### src/hdl/ffsa_pkg.sv
`default_nettype none

package ffsa_pkg;

   localparam int DEF_MAX_SLOTS = 64;
   localparam int DEF_SIZE_BITS = 16;
   localparam int BUFFER_RESET  = 1024;

   typedef enum logic {
      FUNC_ALLOC = 1'b0,
      FUNC_FREE  = 1'b1
   } func_type;

   typedef enum logic [2:0] {
      ST_REUSED     = 3'd0,
      ST_NEW        = 3'd1,
      ST_NO_SPACE   = 3'd2,
      ST_TABLE_FULL = 3'd3,
      ST_FREED      = 3'd4,
      ST_NOT_FOUND  = 3'd5
   } status_type;

endpackage

`default_nettype wire

### src/hdl/ffsa_req_if.sv
`default_nettype none

interface ffsa_req_if
   import ffsa_pkg::*;
#(
   parameter int SIZE_BITS = DEF_SIZE_BITS
);
   logic                 valid;
   logic                 ready;
   func_type             func;
   logic [SIZE_BITS-1:0] req_size;
   logic [SIZE_BITS-1:0] free_offset;

   modport source (output valid, func, req_size, free_offset, input ready);
   modport sink   (input valid, func, req_size, free_offset, output ready);
endinterface

`default_nettype wire

### src/hdl/ffsa_rsp_if.sv
`default_nettype none

interface ffsa_rsp_if
   import ffsa_pkg::*;
#(
   parameter int SIZE_BITS = DEF_SIZE_BITS
);
   logic                 valid;
   logic                 ready;
   status_type           status;
   logic [SIZE_BITS-1:0] alloc_offset;
   logic [SIZE_BITS-1:0] reserved_total;

   modport source (output valid, status, alloc_offset, reserved_total, input ready);
   modport sink   (input valid, status, alloc_offset, reserved_total, output ready);
endinterface

`default_nettype wire

### src/hdl/ffsa_csr_if.sv
`default_nettype none

interface ffsa_csr_if
   import ffsa_pkg::*;
#(
   parameter int SIZE_BITS = DEF_SIZE_BITS
);
   logic                 valid;
   logic                 ready;
   logic [SIZE_BITS-1:0] buffer_bytes;

   modport source (output valid, buffer_bytes, input ready);
   modport sink   (input valid, buffer_bytes, output ready);
endinterface

`default_nettype wire

### src/hdl/first_fit_slot_allocator_unit.sv
`default_nettype none

// Channel   Bus       Direction  Word
// request   req_bus   in         func, req_size, free_offset
// result    rsp_bus   out        status, alloc_offset, reserved_total
// config    csr_bus   in         buffer_bytes (always ready)
//
// A request walks the table from slot 0 through the single slot table read port
// and stops at the first match; a request that finds no match checks every slot
// in use, and with an empty table it checks no slot.
// Reset clears the slot count, the reserved total and the result valid, and
// sets buffer_bytes to 1024; table entries at or above the count are never checked.
// A result waiting on rsp_bus does not block acceptance of the next request,
// which walks the table and then holds until the result register is free.

module first_fit_slot_allocator_unit
   import ffsa_pkg::*;
#(
   parameter int MAX_SLOTS = DEF_MAX_SLOTS,
   parameter int SIZE_BITS = DEF_SIZE_BITS
) (
   input  wire          clock,
   input  wire          reset,
   ffsa_req_if.sink     req_bus,
   ffsa_rsp_if.source   rsp_bus,
   ffsa_csr_if.sink     csr_bus
);

   localparam int CNT_W = $clog2(MAX_SLOTS + 1);
   localparam int IDX_W = $clog2(MAX_SLOTS);

   typedef struct packed {
      logic                 busy;
      logic [SIZE_BITS-1:0] bytes;
      logic [SIZE_BITS-1:0] start;
   } entry_type;

   typedef enum logic [2:0] {
      S_IDLE = 3'b001,
      S_SCAN = 3'b010,
      S_DONE = 3'b100
   } state_type;

   state_type            state_ff, state_in;
   logic [SIZE_BITS-1:0] buffer_ff;
   logic [CNT_W-1:0]     count_ff, count_in;
   logic [SIZE_BITS-1:0] reserved_ff, reserved_in;

   func_type             func_ff;
   logic [SIZE_BITS-1:0] size_ff;
   logic [SIZE_BITS-1:0] foff_ff;

   logic [CNT_W-1:0]     rd_idx_ff, rd_idx_in;
   logic                 chk_ff, chk_in;
   logic [IDX_W-1:0]     chk_idx_ff, chk_idx_in;
   logic                 hit_ff, hit_in;
   logic [IDX_W-1:0]     hit_idx_ff, hit_idx_in;
   entry_type            hit_slot_ff, hit_slot_in;

   logic                 rsp_valid_ff, rsp_valid_in;
   status_type           status_ff, status_in;
   logic [SIZE_BITS-1:0] offset_ff, offset_in;
   logic [SIZE_BITS-1:0] total_ff, total_in;

   entry_type            slot_mem [MAX_SLOTS];
   entry_type            rd_q;
   logic [IDX_W-1:0]     rd_addr;
   logic                 wr_en;
   logic [IDX_W-1:0]     wr_addr;
   entry_type            wr_data;

   logic                 req_take;
   logic                 out_free;
   logic                 issue;
   logic                 match;
   logic [SIZE_BITS:0]   end_sum;

   assign req_bus.ready          = (state_ff == S_IDLE);
   assign csr_bus.ready          = 1'b1;
   assign rsp_bus.valid          = rsp_valid_ff;
   assign rsp_bus.status         = status_ff;
   assign rsp_bus.alloc_offset   = offset_ff;
   assign rsp_bus.reserved_total = total_ff;

   assign req_take = req_bus.valid && (state_ff == S_IDLE);
   assign out_free = !rsp_valid_ff || rsp_bus.ready;
   assign issue    = rd_idx_ff < count_ff;
   assign rd_addr  = rd_idx_ff[IDX_W-1:0];
   assign end_sum  = {1'b0, reserved_ff} + {1'b0, size_ff};

   always_comb begin
      if (func_ff == FUNC_ALLOC) begin
         match = chk_ff && !rd_q.busy && (rd_q.bytes >= size_ff);
      end else begin
         match = chk_ff && (rd_q.start == foff_ff);
      end
   end

   always_comb begin
      state_in     = state_ff;
      count_in     = count_ff;
      reserved_in  = reserved_ff;
      rd_idx_in    = rd_idx_ff;
      chk_in       = chk_ff;
      chk_idx_in   = chk_idx_ff;
      hit_in       = hit_ff;
      hit_idx_in   = hit_idx_ff;
      hit_slot_in  = hit_slot_ff;
      rsp_valid_in = rsp_valid_ff && !rsp_bus.ready;
      status_in    = status_ff;
      offset_in    = offset_ff;
      total_in     = total_ff;
      wr_en        = 1'b0;
      wr_addr      = hit_idx_ff;
      wr_data      = hit_slot_ff;

      unique case (state_ff)
         S_IDLE: begin
            if (req_take) begin
               state_in  = S_SCAN;
               rd_idx_in = '0;
               chk_in    = 1'b0;
            end
         end
         S_SCAN: begin
            if (match) begin
               state_in    = S_DONE;
               chk_in      = 1'b0;
               hit_in      = 1'b1;
               hit_idx_in  = chk_idx_ff;
               hit_slot_in = rd_q;
            end else if (!chk_ff && !issue) begin
               state_in = S_DONE;
               hit_in   = 1'b0;
            end else begin
               chk_in     = issue;
               chk_idx_in = rd_idx_ff[IDX_W-1:0];
               if (issue) begin
                  rd_idx_in = rd_idx_ff + CNT_W'(1);
               end
            end
         end
         S_DONE: begin
            if (out_free) begin
               state_in     = S_IDLE;
               rsp_valid_in = 1'b1;
               offset_in    = '0;
               total_in     = reserved_ff;
               if (func_ff == FUNC_ALLOC) begin
                  if (hit_ff) begin
                     wr_en        = 1'b1;
                     wr_data.busy = 1'b1;
                     status_in    = ST_REUSED;
                     offset_in    = hit_slot_ff.start;
                  end else if (end_sum > {1'b0, buffer_ff}) begin
                     status_in = ST_NO_SPACE;
                  end else if (count_ff == CNT_W'(MAX_SLOTS)) begin
                     status_in = ST_TABLE_FULL;
                  end else begin
                     wr_en         = 1'b1;
                     wr_addr       = count_ff[IDX_W-1:0];
                     wr_data.busy  = 1'b1;
                     wr_data.bytes = size_ff;
                     wr_data.start = reserved_ff;
                     count_in      = count_ff + CNT_W'(1);
                     reserved_in   = end_sum[SIZE_BITS-1:0];
                     total_in      = end_sum[SIZE_BITS-1:0];
                     status_in     = ST_NEW;
                     offset_in     = reserved_ff;
                  end
               end else begin
                  if (hit_ff) begin
                     wr_en        = 1'b1;
                     wr_data.busy = 1'b0;
                     status_in    = ST_FREED;
                  end else begin
                     status_in = ST_NOT_FOUND;
                  end
               end
            end
         end
         default: begin
            state_in = S_IDLE;
         end
      endcase
   end

   always_ff @(posedge clock) begin
      if (reset) begin
         state_ff     <= S_IDLE;
         buffer_ff    <= SIZE_BITS'(BUFFER_RESET);
         count_ff     <= '0;
         reserved_ff  <= '0;
         rd_idx_ff    <= '0;
         chk_ff       <= 1'b0;
         hit_ff       <= 1'b0;
         rsp_valid_ff <= 1'b0;
      end else begin
         state_ff     <= state_in;
         count_ff     <= count_in;
         reserved_ff  <= reserved_in;
         rd_idx_ff    <= rd_idx_in;
         chk_ff       <= chk_in;
         hit_ff       <= hit_in;
         rsp_valid_ff <= rsp_valid_in;
         if (csr_bus.valid) begin
            buffer_ff <= csr_bus.buffer_bytes;
         end
      end
   end

   always_ff @(posedge clock) begin
      if (req_take) begin
         func_ff <= req_bus.func;
         size_ff <= req_bus.req_size;
         foff_ff <= req_bus.free_offset;
      end
      chk_idx_ff  <= chk_idx_in;
      hit_idx_ff  <= hit_idx_in;
      hit_slot_ff <= hit_slot_in;
      status_ff   <= status_in;
      offset_ff   <= offset_in;
      total_ff    <= total_in;
   end

   always_ff @(posedge clock) begin
      if (wr_en) begin
         slot_mem[wr_addr] <= wr_data;
      end
      rd_q <= slot_mem[rd_addr];
   end

endmodule

`default_nettype wire
### src/flat_wrapper.sv
// flat-port wrapper written by rule: the top's interface ports become plain ports
module first_fit_slot_allocator_unit_flat import ffsa_pkg::*;
#(
   parameter int MAX_SLOTS = DEF_MAX_SLOTS,
   parameter int SIZE_BITS = DEF_SIZE_BITS
)
  (clock, reset, req_bus_valid, req_bus_func, req_bus_req_size, req_bus_free_offset, req_bus_ready, rsp_bus_valid, rsp_bus_status, rsp_bus_alloc_offset, rsp_bus_reserved_total, rsp_bus_ready, csr_bus_valid, csr_bus_buffer_bytes, csr_bus_ready);
  ffsa_req_if #(.SIZE_BITS(SIZE_BITS)) req_bus_i ();
  ffsa_rsp_if #(.SIZE_BITS(SIZE_BITS)) rsp_bus_i ();
  ffsa_csr_if #(.SIZE_BITS(SIZE_BITS)) csr_bus_i ();
  input  wire clock;
  input  wire reset;
  input wire logic [$bits(req_bus_i.valid)-1:0] req_bus_valid;
  input wire logic [$bits(req_bus_i.func)-1:0] req_bus_func;
  input wire logic [$bits(req_bus_i.req_size)-1:0] req_bus_req_size;
  input wire logic [$bits(req_bus_i.free_offset)-1:0] req_bus_free_offset;
  output wire logic [$bits(req_bus_i.ready)-1:0] req_bus_ready;
  output wire logic [$bits(rsp_bus_i.valid)-1:0] rsp_bus_valid;
  output wire logic [$bits(rsp_bus_i.status)-1:0] rsp_bus_status;
  output wire logic [$bits(rsp_bus_i.alloc_offset)-1:0] rsp_bus_alloc_offset;
  output wire logic [$bits(rsp_bus_i.reserved_total)-1:0] rsp_bus_reserved_total;
  input wire logic [$bits(rsp_bus_i.ready)-1:0] rsp_bus_ready;
  input wire logic [$bits(csr_bus_i.valid)-1:0] csr_bus_valid;
  input wire logic [$bits(csr_bus_i.buffer_bytes)-1:0] csr_bus_buffer_bytes;
  output wire logic [$bits(csr_bus_i.ready)-1:0] csr_bus_ready;
  assign req_bus_i.valid = req_bus_valid;
  assign req_bus_i.func = req_bus_func;
  assign req_bus_i.req_size = req_bus_req_size;
  assign req_bus_i.free_offset = req_bus_free_offset;
  assign req_bus_ready = req_bus_i.ready;
  assign rsp_bus_valid = rsp_bus_i.valid;
  assign rsp_bus_status = rsp_bus_i.status;
  assign rsp_bus_alloc_offset = rsp_bus_i.alloc_offset;
  assign rsp_bus_reserved_total = rsp_bus_i.reserved_total;
  assign rsp_bus_i.ready = rsp_bus_ready;
  assign csr_bus_i.valid = csr_bus_valid;
  assign csr_bus_i.buffer_bytes = csr_bus_buffer_bytes;
  assign csr_bus_ready = csr_bus_i.ready;
  first_fit_slot_allocator_unit #(.MAX_SLOTS(MAX_SLOTS), .SIZE_BITS(SIZE_BITS)) u_core (.clock(clock), .reset(reset), .req_bus(req_bus_i), .rsp_bus(rsp_bus_i), .csr_bus(csr_bus_i));
endmodule
### config.mk
export PLATFORM = sky130hd
export DESIGN_NAME = first_fit_slot_allocator_unit_flat
export DESIGN_NICKNAME = d
export VERILOG_FILES = /design/src/hdl/ffsa_pkg.sv /design/src/hdl/ffsa_req_if.sv /design/src/hdl/ffsa_rsp_if.sv /design/src/hdl/ffsa_csr_if.sv /design/src/hdl/first_fit_slot_allocator_unit.sv /design/src/flat_wrapper.sv
export SDC_FILE = /design/constraint.sdc
export NUM_CORES = 2
export LEC_CHECK = 0
export ABC_AREA = 1
export BUFFER_PORTS_ARGS = -buffer_cell sky130_fd_sc_hd__buf_2
export CORE_MARGIN = 2
export CORE_UTILIZATION = 40
export CTS_BUF_LIST = sky130_fd_sc_hd__clkbuf_8
export DETAILED_ROUTE_END_ITERATION = 16
export SETUP_SLACK_MARGIN = 0.02
export SKIP_CTS_REPAIR_TIMING = 1
export SLEW_MARGIN = 40
export SYNTH_ARGS = -nofsm -noshare
export SYNTH_HDL_FRONTEND = slang
export SYNTH_SLANG_ARGS = --single-unit
### constraint.sdc
create_clock -name clock -period 19.55 [get_ports clock]
set_input_delay 0 -clock clock [delete_from_list [all_inputs] [get_ports clock]]
set_output_delay 0 -clock clock [all_outputs]
set_load 0.01 [all_outputs]
==> results by group <==
Drt
  • Drt pass-1 iters: 7
  • Total wire length: ~280000 microns
  • Wire length on met2: about 120000 microns
  • Total number of vias: 60700
  • DR top layer: met4
  • DRC violations left: 0
  • Met1 WL: 117000 microns
  • Iteration-0 DRC count of the detailed router: 7842
  • Vias per cell: 5.81
  • DR WL met3: 27800 microns
  • Wire length per cell: between 20 and 30 microns
  • DRT antenna net count: 0

Setup path
  • Critical path, cell by cell: ha_1, fa_1, nand3_1, nand2_2, nand2_1, nand2_2, a31o_2, xor2_1, ha_1, a21oi_1, nor2_1, a211oi_1, nor2_1, nor2_2, nand3_2, nand2_4, nand2_2, clkinv_1, nand2_1, o21ai_4, buf_4
  • Worst EP required: 20.30 ns
  • Crit path largest cell delay: 0.77 ns
  • Largest delay share family, worst path: simple AND/OR/NAND/NOR gates
  • Crit path kind: reg -> reg
  • Critical Path End Type: flip-flop
  • Worst R2R Setup Slack: 13.82 ns
  • Data arrival, critical path: 6.48 ns
  • Critical path peak fanout: 48
  • Most used cell, CP: nand2_2
  • Buf+Inv Stages, Crit Path: 2
  • Nature of the critical path startpoint: flip-flop
  • Worst path slowest cell: buf_4

Placement
  • Port Buf Inserts: 90
  • Post-Place Cells: 9671
  • Routability Congestion: approximately 0.9
  • Final HPWL DP: 165000 microns

Logic synthesis
  • Synth area leader: edfxtp_1
  • Seq cells post-synth: ~2300
  • Synth Area per Inst: roughly 13 sq um
  • EDFF count, synth: 2225
  • Area contributors post-synth: edfxtp_1 73%, o21ai_0 6.3%, nor2_1 4.8%
  • Synth unique cells: approximately 50
  • Sequential share of the synthesized area: 75.3%
  • Syn. warnings: 0
  • Ys flop type: edfxtp_1
  • Mapped cell area: 0.0909 sq mm
  • Synth top area share: 73.5%
  • Cell count after synthesis: ~7000
  • Asr flop ratio synth: 0%
  • Syn nets: 6945

Cells and area
  • Layout Nets: 7262
  • Non-Filler Instances: 10400
  • Commonest non-fill, non-tap cell in the layout: edfxtp_1
  • Layout Area Growth over Synthesis: 15.6%
  • Final core occ: 46.4%
  • Commonest non-fill, non-tap cells in the layout: 2225 x edfxtp_1, 1113 x o21ai_0, 1095 x nor2_1, 399 x clkbuf_8, 398 x nand2_1
  • Share of layout cells above drive strength 1: 12.5%
  • Filler instances: 19700

STA
  • Final Hold Fails: 0
  • Final Slew Violations: 0
  • Final worst clock skew: 0.0531 ns
  • Tcrit/Tclk final: about 29%
  • Max Clk Rate: between 150 and 200 MHz
  • RSZ-0062 raised after global routing: false
  • Sum of negative setup slack: 0 ns
  • Max-slew headroom: 33.2%
  • Final setup fails: 0
  • Tmin final: about 5.7 ns
  • Worst Tran Pin Value: 1.00 ns

Floorplanning
  • Row cnt: about 180
  • Chip Width: 481 microns
  • Die ar.: 0.231 sq mm
  • Starting density of the core: 40.1%
  • Die Height: 481 microns
  • Core area: 0.227 sq mm
  • IO Pins: 92

Clock tree
  • H-tree depth: 5
  • CTS buffer count: 379
  • Root Driver: clkbuf_8
  • TritonCTS clock tree: built
  • CTS max path bufs: 4
  • Clock latency at the later pin of the worst-skew pair: 1.10 ns
  • CTS clk-pin slew, worst paths: 0.06 ns
  • Clk sinks: approximately 2300

Global route
  • GR Overflow Total: 0
  • Gr usage total: 23.7%
  • Pin count of the biggest net entering global routing: 189
  • First-pass GRT wire length: 401000 microns
  • Initial antenna violation count: 12
  • Vias in the first global route: 56700

Power and ir drop
  • PwrDens: 89.1 mW/mm^2
  • P_leak: 0.0345 uW
  • VDD IR max: 0.0474 mV

Flow run
  • Max cap viols: 0

Worst hold path
  • Min-Delay Path Class: in -> reg

Status
  • Status: complete, no violations
## per-layer routing
layer	vias to the layer above	GRT usage [%]
li1	26400	-
met1	30500	33.6
met2	3227	35.3
met3	501	5.00
met4	0	10.3
met5	-	0
## worst reg2reg max path, cell delays in order, from the launching register on
cell and delay [ns]:
edfxtp_1 0.45, ha_1 0.28, fa_1 0.41, nand3_1 0.12, nand2_2 0.08, nand2_1 0.09, nand2_2 0.10, a31o_2 0.22
xor2_1 0.26, ha_1 0.32, a21oi_1 0.14, nor2_1 0.05, a211oi_1 0.27, nor2_1 0.10, nor2_2 0.10, nand3_2 0.11
nand2_4 0.18, nand2_2 0.13, clkinv_1 0.35, nand2_1 0.19, o21ai_4 0.58, buf_4 0.77
## cell usage after synthesis (2+ instances only)
| cell | n |
|---|---|
| nand3_4 | 8 |
| clkinv_1 | 5 |
| edfxtp_1 | 2225 |
| buf_2 | 46 |
| nor3_2 | 3 |
| ha_1 | 57 |
| nand3_2 | 3 |
| inv_1 | 124 |
| buf_4 | 5 |
| nor3_1 | 4 |
| nor2_1 | 1163 |
| or2_2 | 4 |
| nand2_4 | 2 |
| a31oi_1 | 51 |
| o21ai_1 | 22 |
| dfxtp_1 | 85 |
| nand2_1 | 402 |
| o21a_1 | 2 |
| buf_1 | 22 |
| o311a_1 | 6 |
| a21oi_1 | 155 |
| xnor2_1 | 5 |
| o21ai_0 | 1144 |
| a32o_1 | 10 |
| inv_2 | 9 |
| o211ai_1 | 61 |
| a221o_1 | 14 |
| nand2_2 | 11 |
| nor4_1 | 5 |
| nand3_1 | 161 |
| a221oi_1 | 4 |
| nor2_2 | 4 |
| nor2_4 | 5 |
| a21o_1 | 2 |
| o22ai_1 | 322 |
| a21oi_2 | 3 |
| clkbuf_1 | 395 |
| nand4_1 | 40 |
| xor2_1 | 27 |
| o221ai_1 | 206 |
## state kept, by name, summed over array words and instances, names as in the netlist, 3 cells and up
name                           count
u_core.count_ff                    7
u_core.rsp_bus.alloc_offset       16
u_core.rd_q                       33
u_core.rsp_bus.reserved_total     16
u_core.size_ff                    16
u_core.buffer_ff                  16
u_core.rsp_bus.status              3
u_core.hit_slot_ff                33
u_core.slot_mem                 2112
u_core.chk_idx_ff                  6
u_core.foff_ff                    16
u_core.rd_idx_ff                   7
u_core.state_ff                    3
u_core.hit_idx_ff                  6
u_core.reserved_ff                16
## metrics by stage
stage / total power [uW] / hold WS (ns) / instance area, sq um / worst slack [ns]
CTS: 9390 / -1.01 / 104000 / 13.46
detailed placement: 5560 / 0.178 / 97200 / 13.52
global route: 9630 / 0.0483 / 105000 / 13.30
floorplan: 5520 / 0.0989 / 90900 / 13.09
global placement: 5560 / 0.181 / 95200 / 13.31
finish: 9360 / 0.0300 / 105000 / 13.82
## logic make-up after synthesis
group / count (synthesis) / share of synthesized area (%)
other: 1 / 0.00412
adders and majority gates: 58 / 0.806
buffers and inverters: 608 / 2.61
AOI/OAI and AO/OA: 2008 / 12.8
and+or+nand+nor: 1816 / 8.12
xor gates and xnor gates: 32 / 0.308
DFF: 2310 / 75.3
## layout make-up
type                    instances  area [sq um]  area share [%]
flip-flops and latches       2310         68500            65.2
multi-input cells            3915         21000            20.0
clock buffers                 399          5490            5.23
repair buffers                405          4450            4.24
well taps                    3009          3760            3.58
clock inverters               260          1290            1.23
inverters                     139           552           0.525
diodes                          6          15.0          0.0143
## path summary, 6_finish.rpt
check / startpoint / to / depth (start not counted)
worst max register to register: u_core.size_ff[0]$_DFFE_PP_ / u_core.slot_mem[20][3]$_DFFE_PP_ / 21
worst max-delay path: u_core.size_ff[0]$_DFFE_PP_ / u_core.slot_mem[20][3]$_DFFE_PP_ / 21
worst min register to register: u_core.chk_idx_ff[3]$_DFFE_PP_ / u_core.hit_idx_ff[3]$_DFFE_PP_ / 0
worst min-delay path: reset / u_core.rsp_bus.valid$_SDFF_PP0_ / 3
## where the power goes
| group | leakage (uW) | switching [uW] | internal [uW] |
|---|---|---|---|
| clock | 0.00392 | 1890 | 1990 |
| combinational | 0.00982 | 71.1 | 41.8 |
| sequential | 0.0207 | 6.36 | 5360 |
| total | 0.0345 | 1970 | 7390 |
Note: power is estimated with default switching activity, not from simulation.
